<file path="config.mk">
export PLATFORM = sky130hd
export DESIGN_NAME = trimmed_adc_average_battery_level
export DESIGN_NICKNAME = d
export VERILOG_FILES = /design/src/sv/tavg_pkg.sv /design/src/sv/tavg_front.sv /design/src/sv/tavg_queue.sv /design/src/sv/tavg_accum.sv /design/src/sv/tavg_level.sv /design/src/sv/trimmed_adc_average_battery_level.sv
export SDC_FILE = /design/constraint.sdc
export NUM_CORES = 1
export LEC_CHECK = 0
export ABC_AREA = 0
export BUFFER_PORTS_ARGS = -buffer_cell sky130_fd_sc_hd__buf_2
export CAP_MARGIN = 5
export CORE_ASPECT_RATIO = 1.5
export CORE_MARGIN = 8
export CORE_UTILIZATION = 38
export DETAILED_ROUTE_END_ITERATION = 12
export PLACE_DENSITY_LB_ADDON = 0.12
export SYNTH_ARGS = -nofsm -noshare
export SYNTH_HDL_FRONTEND = slang
export SYNTH_SLANG_ARGS = --single-unit
</file>
<file path="constraint.sdc">
create_clock -name clock -period 6.4 [get_ports clock]
set_input_delay 0.64 -clock clock [delete_from_list [all_inputs] [get_ports clock]]
set_output_delay 0.64 -clock clock [all_outputs]
set_load 0.05 [all_outputs]
</file>
<file path="src/sv/tavg_pkg.sv">
// ----------------------------------------------------------------------------
// tavg_pkg
// Types and constants shared by the trimmed battery average blocks.
// ----------------------------------------------------------------------------
package tavg_pkg;

   localparam int SAMPLE_BITS = 8;
   localparam int AVG_BITS    = 8;
   localparam int AVG_SHIFT   = 3;
   localparam int NUM_CHAN    = 3;
   localparam int NUM_THRESH  = 5;
   localparam int QUEUE_DEPTH = 2;

   localparam logic [2:0] LEVEL_MAX = 3'd5;

   // CSR indexes
   localparam logic [2:0] REG_THRESH_0    = 3'd0;
   localparam logic [2:0] REG_THRESH_1    = 3'd1;
   localparam logic [2:0] REG_THRESH_2    = 3'd2;
   localparam logic [2:0] REG_THRESH_3    = 3'd3;
   localparam logic [2:0] REG_THRESH_4    = 3'd4;
   localparam logic [2:0] REG_CUR_LIMIT   = 3'd5;
   localparam logic [2:0] REG_OVL_BLOCKS  = 3'd6;
   localparam logic [2:0] REG_LOW_MARK    = 3'd7;

   localparam logic [7:0] CUR_LIMIT_RESET  = 8'd255;
   localparam logic [5:0] OVL_BLOCKS_RESET = 6'd50;
   localparam logic [2:0] LOW_MARK_RESET   = 3'd2;

   typedef struct packed {
      logic [SAMPLE_BITS-1:0] current_sample;
      logic [SAMPLE_BITS-1:0] battery_sample;
      logic [SAMPLE_BITS-1:0] output_sample;
      logic                   charging;
      logic                   input_present;
      logic                   output_enabled;
      logic                   low_timer_idle;
   } req_type;

   typedef struct packed {
      logic                block_done;
      logic [AVG_BITS-1:0] current_avg;
      logic [AVG_BITS-1:0] battery_avg;
      logic [AVG_BITS-1:0] output_avg;
      logic [2:0]          battery_level;
      logic                empty_flag;
      logic                low_flag;
      logic                display_low;
      logic                cutoff_request;
      logic                restart_low_timer;
   } rsp_type;

   typedef enum logic [1:0] {
      PH_FIRST,
      PH_SECOND,
      PH_ACCUM
   } phase_type;

   // tagged beat held in the queue
   typedef struct packed {
      req_type   req;
      phase_type phase;
      logic      last;
   } work_type;

   // accumulate stage to level stage
   typedef struct packed {
      logic                               valid;
      logic                               done;
      logic                               charging;
      logic                               input_present;
      logic                               output_enabled;
      logic                               timer_idle;
      logic [NUM_CHAN-1:0][AVG_BITS-1:0]  avg;
   } acc_type;

   typedef struct packed {
      logic [NUM_THRESH-1:0][7:0] thresh;
      logic [7:0]                 current_limit;
      logic [5:0]                 overload_blocks;
      logic [2:0]                 low_level_mark;
   } cfg_type;

endpackage

</file>
<file path="src/sv/tavg_front.sv">
// ----------------------------------------------------------------------------
// tavg_front
// Takes round beats, tracks the round within the block and tags each beat.
// ----------------------------------------------------------------------------
module tavg_front import tavg_pkg::*; #(
   parameter int ROUNDS_PER_BLOCK = 10
) (
   input  logic     clock,
   input  logic     reset,
   input  logic     req_valid,
   output logic     req_ready,
   input  req_type  req_data,
   output logic     push_valid,
   input  logic     push_ready,
   output work_type push_data
);

   localparam int RCW = $clog2(ROUNDS_PER_BLOCK);

   logic [RCW-1:0] round_ff, round_in;
   logic           last;

   assign last       = (round_ff == RCW'(ROUNDS_PER_BLOCK - 1));
   assign req_ready  = push_ready;
   assign push_valid = req_valid;

   always_comb begin
      push_data.req  = req_data;
      push_data.last = last;
      if (round_ff == RCW'(0)) begin
         push_data.phase = PH_FIRST;
      end else if (round_ff == RCW'(1)) begin
         push_data.phase = PH_SECOND;
      end else begin
         push_data.phase = PH_ACCUM;
      end
      round_in = last ? RCW'(0) : round_ff + RCW'(1);
   end

   always_ff @(posedge clock) begin
      if (reset) begin
         round_ff <= '0;
      end else if (req_valid && push_ready) begin
         round_ff <= round_in;
      end
   end

endmodule

</file>
<file path="src/sv/tavg_queue.sv">
// ----------------------------------------------------------------------------
// tavg_queue
// Small queue of tagged beats between the front and the back end.
// ----------------------------------------------------------------------------
module tavg_queue import tavg_pkg::*; (
   input  logic     clock,
   input  logic     reset,
   input  logic     push_valid,
   output logic     push_ready,
   input  work_type push_data,
   output logic     pop_valid,
   input  logic     pop_ready,
   output work_type pop_data
);

   localparam int PW = (QUEUE_DEPTH > 1) ? $clog2(QUEUE_DEPTH) : 1;
   localparam int CW = $clog2(QUEUE_DEPTH + 1);

   work_type       mem_ff [QUEUE_DEPTH];
   logic [PW-1:0]  wr_ff, rd_ff;
   logic [CW-1:0]  count_ff;
   logic           do_push, do_pop;

   assign push_ready = (count_ff != CW'(QUEUE_DEPTH));
   assign pop_valid  = (count_ff != CW'(0));
   assign pop_data   = mem_ff[rd_ff];
   assign do_push    = push_valid && push_ready;
   assign do_pop     = pop_valid && pop_ready;

   always_ff @(posedge clock) begin
      if (do_push) begin
         mem_ff[wr_ff] <= push_data;
      end
   end

   always_ff @(posedge clock) begin
      if (reset) begin
         wr_ff    <= '0;
         rd_ff    <= '0;
         count_ff <= '0;
      end else begin
         if (do_push) begin
            wr_ff <= (wr_ff == PW'(QUEUE_DEPTH - 1)) ? PW'(0) : wr_ff + PW'(1);
         end
         if (do_pop) begin
            rd_ff <= (rd_ff == PW'(QUEUE_DEPTH - 1)) ? PW'(0) : rd_ff + PW'(1);
         end
         if (do_push && !do_pop) begin
            count_ff <= count_ff + CW'(1);
         end else if (do_pop && !do_push) begin
            count_ff <= count_ff - CW'(1);
         end
      end
   end

endmodule

</file>
<file path="src/sv/tavg_accum.sv">
// ----------------------------------------------------------------------------
// tavg_accum
// Per-channel running min/max and trimmed sum; closes averages per block.
// ----------------------------------------------------------------------------
module tavg_accum import tavg_pkg::*; #(
   parameter int ROUNDS_PER_BLOCK = 10
) (
   input  logic     clock,
   input  logic     reset,
   input  logic     pop_valid,
   output logic     pop_ready,
   input  work_type pop_data,
   output acc_type  acc,
   input  logic     acc_ready
);

   localparam int CW    = $clog2(ROUNDS_PER_BLOCK);
   localparam int SUM_W = SAMPLE_BITS + ((CW > AVG_SHIFT) ? CW : AVG_SHIFT + 1);

   logic [SAMPLE_BITS-1:0] min_ff [NUM_CHAN];
   logic [SAMPLE_BITS-1:0] min_in [NUM_CHAN];
   logic [SAMPLE_BITS-1:0] max_ff [NUM_CHAN];
   logic [SAMPLE_BITS-1:0] max_in [NUM_CHAN];
   logic [SUM_W-1:0]       sum_ff [NUM_CHAN];
   logic [SUM_W-1:0]       sum_in [NUM_CHAN];
   logic [AVG_BITS-1:0]    avg_ff [NUM_CHAN];
   logic [AVG_BITS-1:0]    avg_in [NUM_CHAN];
   logic [SAMPLE_BITS-1:0] smp    [NUM_CHAN];
   logic                   valid_ff;
   logic                   done_ff, chg_ff, inp_ff, oen_ff, idle_ff;
   logic                   take;

   assign pop_ready = !valid_ff || acc_ready;
   assign take      = pop_valid && pop_ready;

   assign smp[0] = pop_data.req.current_sample;
   assign smp[1] = pop_data.req.battery_sample;
   assign smp[2] = pop_data.req.output_sample;

   always_comb begin
      logic [SAMPLE_BITS-1:0]     pushed;
      logic [SUM_W-1:0]           total;
      logic [SUM_W-AVG_SHIFT-1:0] full;
      for (int c = 0; c < NUM_CHAN; c++) begin
         min_in[c] = min_ff[c];
         max_in[c] = max_ff[c];
         sum_in[c] = sum_ff[c];
         avg_in[c] = avg_ff[c];
         pushed    = smp[c];
         if (smp[c] > max_ff[c]) begin
            pushed = max_ff[c];
         end else if (smp[c] < min_ff[c]) begin
            pushed = min_ff[c];
         end
         total = sum_ff[c] + SUM_W'(pushed);
         full  = total[SUM_W-1:AVG_SHIFT];
         case (pop_data.phase)
            PH_FIRST: begin
               min_in[c] = smp[c];
               max_in[c] = smp[c];
            end
            PH_SECOND: begin
               if (smp[c] < min_ff[c]) begin
                  min_in[c] = smp[c];
               end else if (smp[c] > max_ff[c]) begin
                  max_in[c] = smp[c];
               end
            end
            default: begin
               if (smp[c] > max_ff[c]) begin
                  max_in[c] = smp[c];
               end
               if (smp[c] < min_ff[c]) begin
                  min_in[c] = smp[c];
               end
               sum_in[c] = total;
            end
         endcase
         if (pop_data.last) begin
            sum_in[c] = '0;
            avg_in[c] = (|full[SUM_W-AVG_SHIFT-1:AVG_BITS]) ? '1 : full[AVG_BITS-1:0];
         end
      end
   end

   always_ff @(posedge clock) begin
      if (reset) begin
         valid_ff <= 1'b0;
         for (int c = 0; c < NUM_CHAN; c++) begin
            min_ff[c] <= '0;
            max_ff[c] <= '0;
            sum_ff[c] <= '0;
            avg_ff[c] <= '0;
         end
      end else begin
         if (take) begin
            valid_ff <= 1'b1;
            for (int c = 0; c < NUM_CHAN; c++) begin
               min_ff[c] <= min_in[c];
               max_ff[c] <= max_in[c];
               sum_ff[c] <= sum_in[c];
               avg_ff[c] <= avg_in[c];
            end
         end else if (acc_ready) begin
            valid_ff <= 1'b0;
         end
      end
   end

   always_ff @(posedge clock) begin
      if (take) begin
         done_ff <= pop_data.last;
         chg_ff  <= pop_data.req.charging;
         inp_ff  <= pop_data.req.input_present;
         oen_ff  <= pop_data.req.output_enabled;
         idle_ff <= pop_data.req.low_timer_idle;
      end
   end

   always_comb begin
      acc.valid          = valid_ff;
      acc.done           = done_ff;
      acc.charging       = chg_ff;
      acc.input_present  = inp_ff;
      acc.output_enabled = oen_ff;
      acc.timer_idle     = idle_ff;
      for (int c = 0; c < NUM_CHAN; c++) begin
         acc.avg[c] = avg_ff[c];
      end
   end

endmodule

</file>
<file path="src/sv/tavg_level.sv">
// ----------------------------------------------------------------------------
// tavg_level
// Battery level classification, overload count, low flags; result register.
// ----------------------------------------------------------------------------
module tavg_level import tavg_pkg::*; (
   input  logic    clock,
   input  logic    reset,
   input  acc_type acc,
   output logic    acc_ready,
   input  cfg_type cfg,
   output logic    rsp_valid,
   input  logic    rsp_ready,
   output rsp_type rsp_data
);

   logic [2:0] level_ff, level_in;
   logic [5:0] ovl_ff, ovl_in;
   logic [2:0] flags_ff, flags_in;
   logic       rsp_valid_ff;
   rsp_type    rsp_ff, rsp_in;
   logic       load;

   assign acc_ready = !rsp_valid_ff || rsp_ready;
   assign load      = acc.valid && acc_ready;
   assign rsp_valid = rsp_valid_ff;
   assign rsp_data  = rsp_ff;

   always_comb begin
      logic [2:0] cls;
      logic [2:0] mark;
      logic [6:0] cnt;
      logic       cut;
      logic       rst;
      level_in = level_ff;
      ovl_in   = ovl_ff;
      flags_in = flags_ff;
      cut      = 1'b0;
      rst      = 1'b0;
      cls      = LEVEL_MAX;
      mark     = (cfg.low_level_mark > LEVEL_MAX) ? LEVEL_MAX : cfg.low_level_mark;
      cnt      = {1'b0, ovl_ff} + 7'd1;
      for (int i = NUM_THRESH - 1; i >= 0; i--) begin
         if (acc.avg[1] <= cfg.thresh[i]) begin
            cls = 3'(i);
         end
      end
      if (acc.done) begin
         if (acc.charging) begin
            if (acc.avg[0] > cfg.current_limit) begin
               if (cnt > {1'b0, cfg.overload_blocks}) begin
                  cut = 1'b1;
               end else begin
                  ovl_in = cnt[5:0];
               end
            end else begin
               ovl_in = '0;
            end
         end
         if (acc.charging) begin
            if (level_ff < cls) begin
               level_in = cls;
            end
         end else if (acc.input_present) begin
            if (level_ff > cls) begin
               level_in = cls;
            end
         end else begin
            level_in = cls;
         end
         if (acc.input_present) begin
            if (level_in < mark) begin
               level_in = mark;
            end
         end else if (level_in == 3'd0) begin
            flags_in[1:0] = 2'b11;
            if (acc.output_enabled && acc.timer_idle) begin
               cut = 1'b1;
            end
         end else begin
            flags_in[0] = 1'b0;
            if (level_in > mark) begin
               flags_in[2:1] = 2'b00;
            end else begin
               flags_in[2:1] = 2'b11;
               rst = 1'b1;
            end
         end
      end
      rsp_in.block_done        = acc.done;
      rsp_in.current_avg       = acc.avg[0];
      rsp_in.battery_avg       = acc.avg[1];
      rsp_in.output_avg        = acc.avg[2];
      rsp_in.battery_level     = level_in;
      rsp_in.empty_flag        = flags_in[0];
      rsp_in.low_flag          = flags_in[1];
      rsp_in.display_low       = flags_in[2];
      rsp_in.cutoff_request    = cut;
      rsp_in.restart_low_timer = rst;
   end

   always_ff @(posedge clock) begin
      if (reset) begin
         rsp_valid_ff <= 1'b0;
         level_ff     <= '0;
         ovl_ff       <= '0;
         flags_ff     <= '0;
      end else if (load) begin
         rsp_valid_ff <= 1'b1;
         level_ff     <= level_in;
         ovl_ff       <= ovl_in;
         flags_ff     <= flags_in;
      end else if (rsp_ready) begin
         rsp_valid_ff <= 1'b0;
      end
   end

   always_ff @(posedge clock) begin
      if (load) begin
         rsp_ff <= rsp_in;
      end
   end

endmodule

</file>
<file path="src/sv/trimmed_adc_average_battery_level.sv">
// Battery monitor with a trimmed (olympic) average. Each request beat is one
// round of three ADC samples plus power flags and yields exactly one response
// beat. Every ROUNDS_PER_BLOCK rounds the response carries block_done and the
// new averages (sum of the middle samples shifted right by three), the kept
// battery level, low-battery flags, the cutoff request and the timer restart.
// The block sustains one beat per clock while rsp_ready stays high: a front
// stage tags the round, a two-entry queue decouples it from the accumulate
// register and the level stage, which writes the response register.
// Configuration must be written over the APB port by the user only while no
// beats are in flight; the block itself does not enforce it.
// ----------------------------------------------------------------------------
// trimmed_adc_average_battery_level
// Top level: CSRs, front tagger, queue, accumulator and level stage.
// ----------------------------------------------------------------------------
module trimmed_adc_average_battery_level import tavg_pkg::*; #(
   parameter int ROUNDS_PER_BLOCK = 10
) (
   input  logic        clock,
   input  logic        reset,
   input  logic        req_valid,
   output logic        req_ready,
   input  req_type     req_data,
   output logic        rsp_valid,
   input  logic        rsp_ready,
   output rsp_type     rsp_data,
   input  logic        psel,
   input  logic        penable,
   input  logic        pwrite,
   input  logic [4:0]  paddr,
   input  logic [31:0] pwdata,
   output logic [31:0] prdata,
   output logic        pready
);

   cfg_type  cfg_ff;
   logic     cfg_wr;
   logic [2:0] reg_idx;

   logic     push_valid, push_ready, pop_valid, pop_ready, acc_ready;
   work_type push_data, pop_data;
   acc_type  acc;

   assign pready  = 1'b1;
   assign reg_idx = paddr[4:2];
   assign cfg_wr  = psel && penable && pwrite;

   always_ff @(posedge clock) begin
      if (reset) begin
         cfg_ff.thresh          <= '0;
         cfg_ff.current_limit   <= CUR_LIMIT_RESET;
         cfg_ff.overload_blocks <= OVL_BLOCKS_RESET;
         cfg_ff.low_level_mark  <= LOW_MARK_RESET;
      end else if (cfg_wr) begin
         case (reg_idx)
            REG_THRESH_0:   cfg_ff.thresh[0]       <= pwdata[7:0];
            REG_THRESH_1:   cfg_ff.thresh[1]       <= pwdata[7:0];
            REG_THRESH_2:   cfg_ff.thresh[2]       <= pwdata[7:0];
            REG_THRESH_3:   cfg_ff.thresh[3]       <= pwdata[7:0];
            REG_THRESH_4:   cfg_ff.thresh[4]       <= pwdata[7:0];
            REG_CUR_LIMIT:  cfg_ff.current_limit   <= pwdata[7:0];
            REG_OVL_BLOCKS: cfg_ff.overload_blocks <= pwdata[5:0];
            REG_LOW_MARK:   cfg_ff.low_level_mark  <= pwdata[2:0];
            default: begin
            end
         endcase
      end
   end

   always_comb begin
      case (reg_idx)
         REG_THRESH_0:   prdata = {24'd0, cfg_ff.thresh[0]};
         REG_THRESH_1:   prdata = {24'd0, cfg_ff.thresh[1]};
         REG_THRESH_2:   prdata = {24'd0, cfg_ff.thresh[2]};
         REG_THRESH_3:   prdata = {24'd0, cfg_ff.thresh[3]};
         REG_THRESH_4:   prdata = {24'd0, cfg_ff.thresh[4]};
         REG_CUR_LIMIT:  prdata = {24'd0, cfg_ff.current_limit};
         REG_OVL_BLOCKS: prdata = {26'd0, cfg_ff.overload_blocks};
         REG_LOW_MARK:   prdata = {29'd0, cfg_ff.low_level_mark};
         default:        prdata = '0;
      endcase
   end

   tavg_front #(
      .ROUNDS_PER_BLOCK (ROUNDS_PER_BLOCK)
   ) u_front (
      .clock      (clock),
      .reset      (reset),
      .req_valid  (req_valid),
      .req_ready  (req_ready),
      .req_data   (req_data),
      .push_valid (push_valid),
      .push_ready (push_ready),
      .push_data  (push_data)
   );

   tavg_queue u_queue (
      .clock      (clock),
      .reset      (reset),
      .push_valid (push_valid),
      .push_ready (push_ready),
      .push_data  (push_data),
      .pop_valid  (pop_valid),
      .pop_ready  (pop_ready),
      .pop_data   (pop_data)
   );

   tavg_accum #(
      .ROUNDS_PER_BLOCK (ROUNDS_PER_BLOCK)
   ) u_accum (
      .clock     (clock),
      .reset     (reset),
      .pop_valid (pop_valid),
      .pop_ready (pop_ready),
      .pop_data  (pop_data),
      .acc       (acc),
      .acc_ready (acc_ready)
   );

   tavg_level u_level (
      .clock     (clock),
      .reset     (reset),
      .acc       (acc),
      .acc_ready (acc_ready),
      .cfg       (cfg_ff),
      .rsp_valid (rsp_valid),
      .rsp_ready (rsp_ready),
      .rsp_data  (rsp_data)
   );

endmodule

</file>
== Word-level counts from Yosys, hierarchy flattened ==
Memories as Yosys holds them, arrays and structs flattened. A register that Yosys moved wholly into a read port is not among the register bits.
Cells that the tools add are included.

* Bits in registers: 117
* Bits in writable memories: 170
* Bits of input ports: 72
* Output and inout port bits: 68
* Logic and storage cells: 216
* Memories kept: 5

{| class="wikitable"
|+ Memories
! name !! words !! bits a word !! rd ports !! clocked after Yosys merged registers in !! write ports !! RTL line !! source
|-
| u_queue.mem_ff || 2 || 31 || 1 || 1 || 1 || tavg_queue.sv:19 || <nowiki>work_type mem_ff [QUEUE_DEPTH];</nowiki>
|-
| u_accum.sum_ff || 3 || 12 || 3 || 0 || 3 || tavg_accum.sv:24 || <nowiki>logic [SUM_W-1:0] sum_ff [NUM_CHAN];</nowiki>
|-
| u_accum.avg_ff || 3 || 8 || 3 || 0 || 3 || tavg_accum.sv:26 || <nowiki>logic [AVG_BITS-1:0] avg_ff [NUM_CHAN];</nowiki>
|-
| u_accum.max_ff || 3 || 8 || 3 || 0 || 3 || tavg_accum.sv:22 || <nowiki>logic [SAMPLE_BITS-1:0] max_ff [NUM_CHAN];</nowiki>
|-
| u_accum.min_ff || 3 || 8 || 3 || 0 || 3 || tavg_accum.sv:20 || <nowiki>logic [SAMPLE_BITS-1:0] min_ff [NUM_CHAN];</nowiki>
|}

* $add $sub $neg: 9
* Magnitude comparators: 18
* Equality and inequality tests: 12
* Multiplexer cells: 94
* Bitwise logic cells: 13
* Reductions and logical operators: 33

{| class="wikitable"
|+ Operators by type and width
! operator !! number
|-
| $mux 8 || 33
|-
| $pmux 32 s8 || 1
|-
| $mux 12 || 9
|-
| $pmux 8 s2 || 3
|-
| $mux 3 || 15
|-
| $le 8x8->1 || 5
|-
| $add 12x8->12 || 3
|-
| $gt 8x8->1 || 4
|-
| $lt 8x8->1 || 3
|-
| $mux 1 || 24
|-
| $reduce_and 2->1 || 8
|-
| $eq 3x3->1 const B || 4
|-
| $mux 2 || 6
|-
| $mux 6 || 2
|-
| $or 1x1->1 || 12
|-
| $logic_and 1x1->1 || 8
|-
| $reduce_bool 2->1 || 4
|-
| $add 6x1->7 const B || 1
|-
| $gt 7x6->1 || 1
|-
| $eq 3x2->1 const B || 2
|-
| $gt 3x3->1 || 2
|-
| $logic_not 3->1 || 2
|-
| $lt 3x3->1 || 2
|-
| $add 4x1->4 const B || 1
|-
| 18 further kinds || 24
|}

== Longest topological paths before layout ==
An unclocked memory read counts as a cell.

* Depth in word-level cells: 17
* Depth in mapped cells: 24
* Mapped depth without buffers: 23

== By module ==
A second synthesis with hierarchy kept.

* Cell total of the unflattened synthesis: 1615
* Area total of the unflattened synthesis: 16649.7 um^2

{| class="wikitable"
|+ By module, submodules not included
! module !! times used !! cells an instance !! area each (um^2) !! seq. area each (um^2)
|-
| tavg_accum || 1 || 731 || 7343.3 || 3413.3
|-
| tavg_level || 1 || 363 || 3532.1 || 1251.2
|-
| trimmed_adc_average_battery_level || 1 || 346 || 2886.5 || 1141.1
|-
| tavg_queue || 1 || 120 || 2448.6 || 1961.9
|-
| tavg_front || 1 || 55 || 439.2 || 80.1
|}

== Least setup slack after synthesis ==
Ideal clock, no wire load.

* Path type: register to register
* Start point: reg (tool-made name)
* End point: mem u_accum.avg_ff[1][2], in the netlist u_accum.avg_ff[0][10] (data pin)
* Setup time: 0.279 ns
* Arrival: 4.697 ns
* Data required time: 6.121 ns
* Path slack: 1.425 ns
* Cell stages (with the launch flop): 23
* Path buffers: 4
* Clock period less this slack: 4.975 ns
* Cell sequence: dfxtp_1 buf_4 clkbuf_1 mux2_2 ha_1 nor2b_1 o21a_1 o21a_1 o21ai_0 nand3b_1 and2_1 clkbuf_1 clkbuf_1 a221oi_1 ha_1 a21o_1 a21oi_1 o21bai_1 a31oi_1 o21ai_0 nand4_1 xor2_1 a21oi_1

{| class="wikitable"
|+ RTL lines
! item !! RTL line
|-
| to (decl) || tavg_accum.sv:26
|}

==> flow_summary.json <==
{
  "grt_pass1_wl_um": 60000,
  "critPathCaptureType": "flop",
  "postRouteAntennaNets": 0,
  "final_cells": 2069,
  "place_congestion": 0.849,
  "clock-sinks": 288,
  "worst-setup-path-type": "reg -> reg",
  "ys_warn_count": 0,
  "finalWorstSetupSlack_ns": 0.692,
  "mostFrequentLayoutCell": "edfxtp_1",
  "num-fill-cells": 3952,
  "cts.clk_slew.worst_paths_ns": 0.06,
  "drive_gt1_frac": 0.130,
  "fp.dieW_um": 182,
  "synth_cell_type_count": 67,
  "rsz0062_at_grt": "false",
  "synthArstFlopShare": 0,
  "utilization": 0.428,
  "drtIter0Drc": 509,
  "fp-row-count": 91,
  "cts_tree": "yes",
  "ioPinCount": 140,
  "cp_max_fo": 24,
  "fin_crit_ns": 5.71,
  "slowest_stage": "and2_1",
  "tightest_slew_ns": 1.24,
  "cap_violations": 0,
  "cts-resized-gates": 0,
  "drc": 0,
  "grt_usage": 0.154,
  "max_freq_ghz": 0.175,
  "hold_buffers": 0,
  "p_per_area_mw_per_mm2": 567,
  "ys_ff_latch": 288,
  "areaGrowthSynthToFinish_pct": 12.0,
  "cp.required_ns": 6.68,
  "initial_core_util": 0.382,
  "routed_wl_um": 37000,
  "avgSynthCellArea_um2": 10.7,
  "drv_slew": 0,
  "design.core.area_mm2": 0.0409,
  "synth_cells": 1456,
  "irDropWorstVdd_mv": 0.264,
  "synth_flop_cell": "edfxtp_1",
  "period_share": 0.892,
  "htreeDepth": 1,
  "die_y_um": 264,
  "setup_viol": 0,
  "power_mw": 9.92,
  "ys_seq_area_frac": 0.502,
  "grt_max_degree": 70,
  "vias": 10866,
  "hold_viol_final": 0,
  "start_kind": "flop",
  "final.setup.tns_ns": 0,
  "synth_edf_count": 208,
  "hp-class": "in -> reg",
  "cp_num_buf_inv": 0,
  "skew_ns": 0.0104,
  "dp_slack_ns": 0.715,
  "status": "completed",
  "dpl.hpwl_um": 26900,
  "layout_common_cells": "edfxtp_1 (208), nor2_1 (166), ha_1 (132)",
  "dp_cells": 2012,
  "drt-wirelength-per-cell_um": 17.9,
  "cts_made_buffers": 31,
  "antenna_cells": 0,
  "cp_cell_sequence": "mux2_2 > ha_1 > nor2b_1 > o21a_1 > o21a_1 > o21ai_0 > nand3b_1 > and2_1 > nor2_1 > a221oi_1 > ha_1 > a21o_1 > a21oi_1 > o21bai_1 > a31oi_1 > o21ai_0 > nand4_1 > xor2_1 > a21oi_1",
  "clockBufferDepth": 3,
  "clock_latency_ns": 0.57,
  "arrival_ns": 5.99,
  "worst_slew_margin_rel": 0.170,
  "design.die.area_mm2": 0.0480,
  "slowest_delay_ns": 0.65,
  "viasPerCell": 5.25,
  "antenna_found_initial": 1,
  "grt_pass1_vias": 11121,
  "cp_top_family": "compound AO/OA/AOI/OAI gates",
  "firstDrtPassIters": 5,
  "cts_root_buf": "clkbuf_16",
  "nNetsFinal": 1741,
  "netlist_area_mm2": 0.0156,
  "post-cts-setup-buffers": 0,
  "overflow": 0,
  "portBuffers": 88,
  "power.leakage_nw": 7.08
}
cell usage after synthesis, types with 4 or more instances:
master / count / area share
ha_1: 132 / 0.11
or2_2: 4 / 0.0016
o21ai_0: 39 / 0.012
inv_1: 128 / 0.031
a211oi_1: 25 / 0.012
nand3_1: 23 / 0.0074
o21a_1: 19 / 0.0091
or3_1: 5 / 0.0020
buf_4: 26 / 0.012
a221oi_1: 24 / 0.013
o32ai_1: 5 / 0.0028
nor3_1: 33 / 0.011
dfxtp_1: 80 / 0.10
o211ai_1: 18 / 0.0087
clkbuf_1: 49 / 0.012
mux2i_1: 60 / 0.038
xor2_1: 16 / 0.0090
edfxtp_1: 208 / 0.40
o21bai_1: 11 / 0.0053
o22ai_1: 8 / 0.0032
and2_1: 5 / 0.0020
xnor2_1: 24 / 0.013
mux2_2: 28 / 0.020
mux4_2: 5 / 0.0072
a21oi_1: 98 / 0.031
buf_2: 4 / 0.0013
nand4_1: 19 / 0.0076
nand2_1: 59 / 0.014
a21o_1: 20 / 0.0096
and3_1: 32 / 0.013
nor2b_1: 17 / 0.0068
nor2_1: 166 / 0.040
nand2b_1: 9 / 0.0036
a31oi_1: 5 / 0.0020
power by group:
part / internal [mW] / switching (mW)
Clock: 0.991 / 0.740
Sequential: 2.69 / 0.276
Combinational: 1.97 / 3.26
path summary, 6_finish.rpt:
kind	from	end	slack, ns	cells past startpoint
setup / recovery	flop	u_accum.avg_ff[0][1]	0.69	19
hold / removal	req_data[23]	u_queue.mem_ff[0][26]	0.26	1
setup reg to reg	flop	u_accum.avg_ff[0][1]	0.69	19
hold reg to reg	u_accum.avg_ff[0][16]	u_level.rsp_data[8]	0.42	0
flip-flops by register name, indices dropped and copies added (netlist names), 2 cells and up, named ones only:
register and count:
u_queue.mem_ff 62, cfg_ff 57, u_accum.sum_ff 36, u_level.rsp_data 33, u_accum.avg_ff 24, u_accum.max_ff 24
u_accum.min_ff 24, u_level.ovl_ff 6, u_front.round_ff 4, u_level.flags_ff 3, u_level.level_ff 3, u_queue.count_ff 2
layer usage:
metal | wire length [um] | track usage | vias up
met2 | 19100 | 0.286 | 191
li1 | - | - | 5385
met3 | 1470 | 0.0224 | 64
met4 | 972 | 0.0498 | 2
met5 | 12 | 0 | -
met1 | 15400 | 0.177 | 5224
cells by family (layout without fill, tap and decap cells):
family,Yosys count,in the layout,synth area share
other,2,25,0.000481
DFF,288,288,0.502
adders and majority gates,135,135,0.110
buffers and inverters,215,294,0.0582
and+or+nand+nor,383,383,0.115
xor gates and xnor gates,40,40,0.0224
AOI/OAI and AO/OA,300,300,0.126
muxes,93,93,0.0658
stage by stage:
| step | cell area, um2 | hold slack [ns] |
|---|---|---|
| after floorplan | 15700 | 0.400 |
| after global placement | 16500 | 0.404 |
| after detailed placement | 16500 | 0.407 |
| after CTS | 17500 | 0.221 |
| after global routing | 17500 | 0.231 |
| final | 17500 | 0.263 |
worst register-to-register path, cell delays in order, from the launching register on:
cell,delay [ns]
dfxtp_1,0.64
mux2_2,0.47
ha_1,0.31
nor2b_1,0.16
o21a_1,0.12
o21a_1,0.10
o21ai_0,0.07
nand3b_1,0.10
and2_1,0.65
nor2_1,0.08
a221oi_1,0.61
ha_1,0.35
a21o_1,0.16
a21oi_1,0.22
o21bai_1,0.12
a31oi_1,0.23
o21ai_0,0.18
nand4_1,0.14
xor2_1,0.58
a21oi_1,0.15
layout make-up:
cell class | count | area, um2 | area share
clock buffers | 42 | 837 | 0.0479
clock inverters | 15 | 129 | 0.00737
inverters | 133 | 499 | 0.0285
multi-input cells | 976 | 6970 | 0.399
flip-flops and latches | 288 | 7850 | 0.449
well taps | 511 | 639 | 0.0366
repair buffers | 104 | 561 | 0.0321
(Power assumes the default switching activity.)
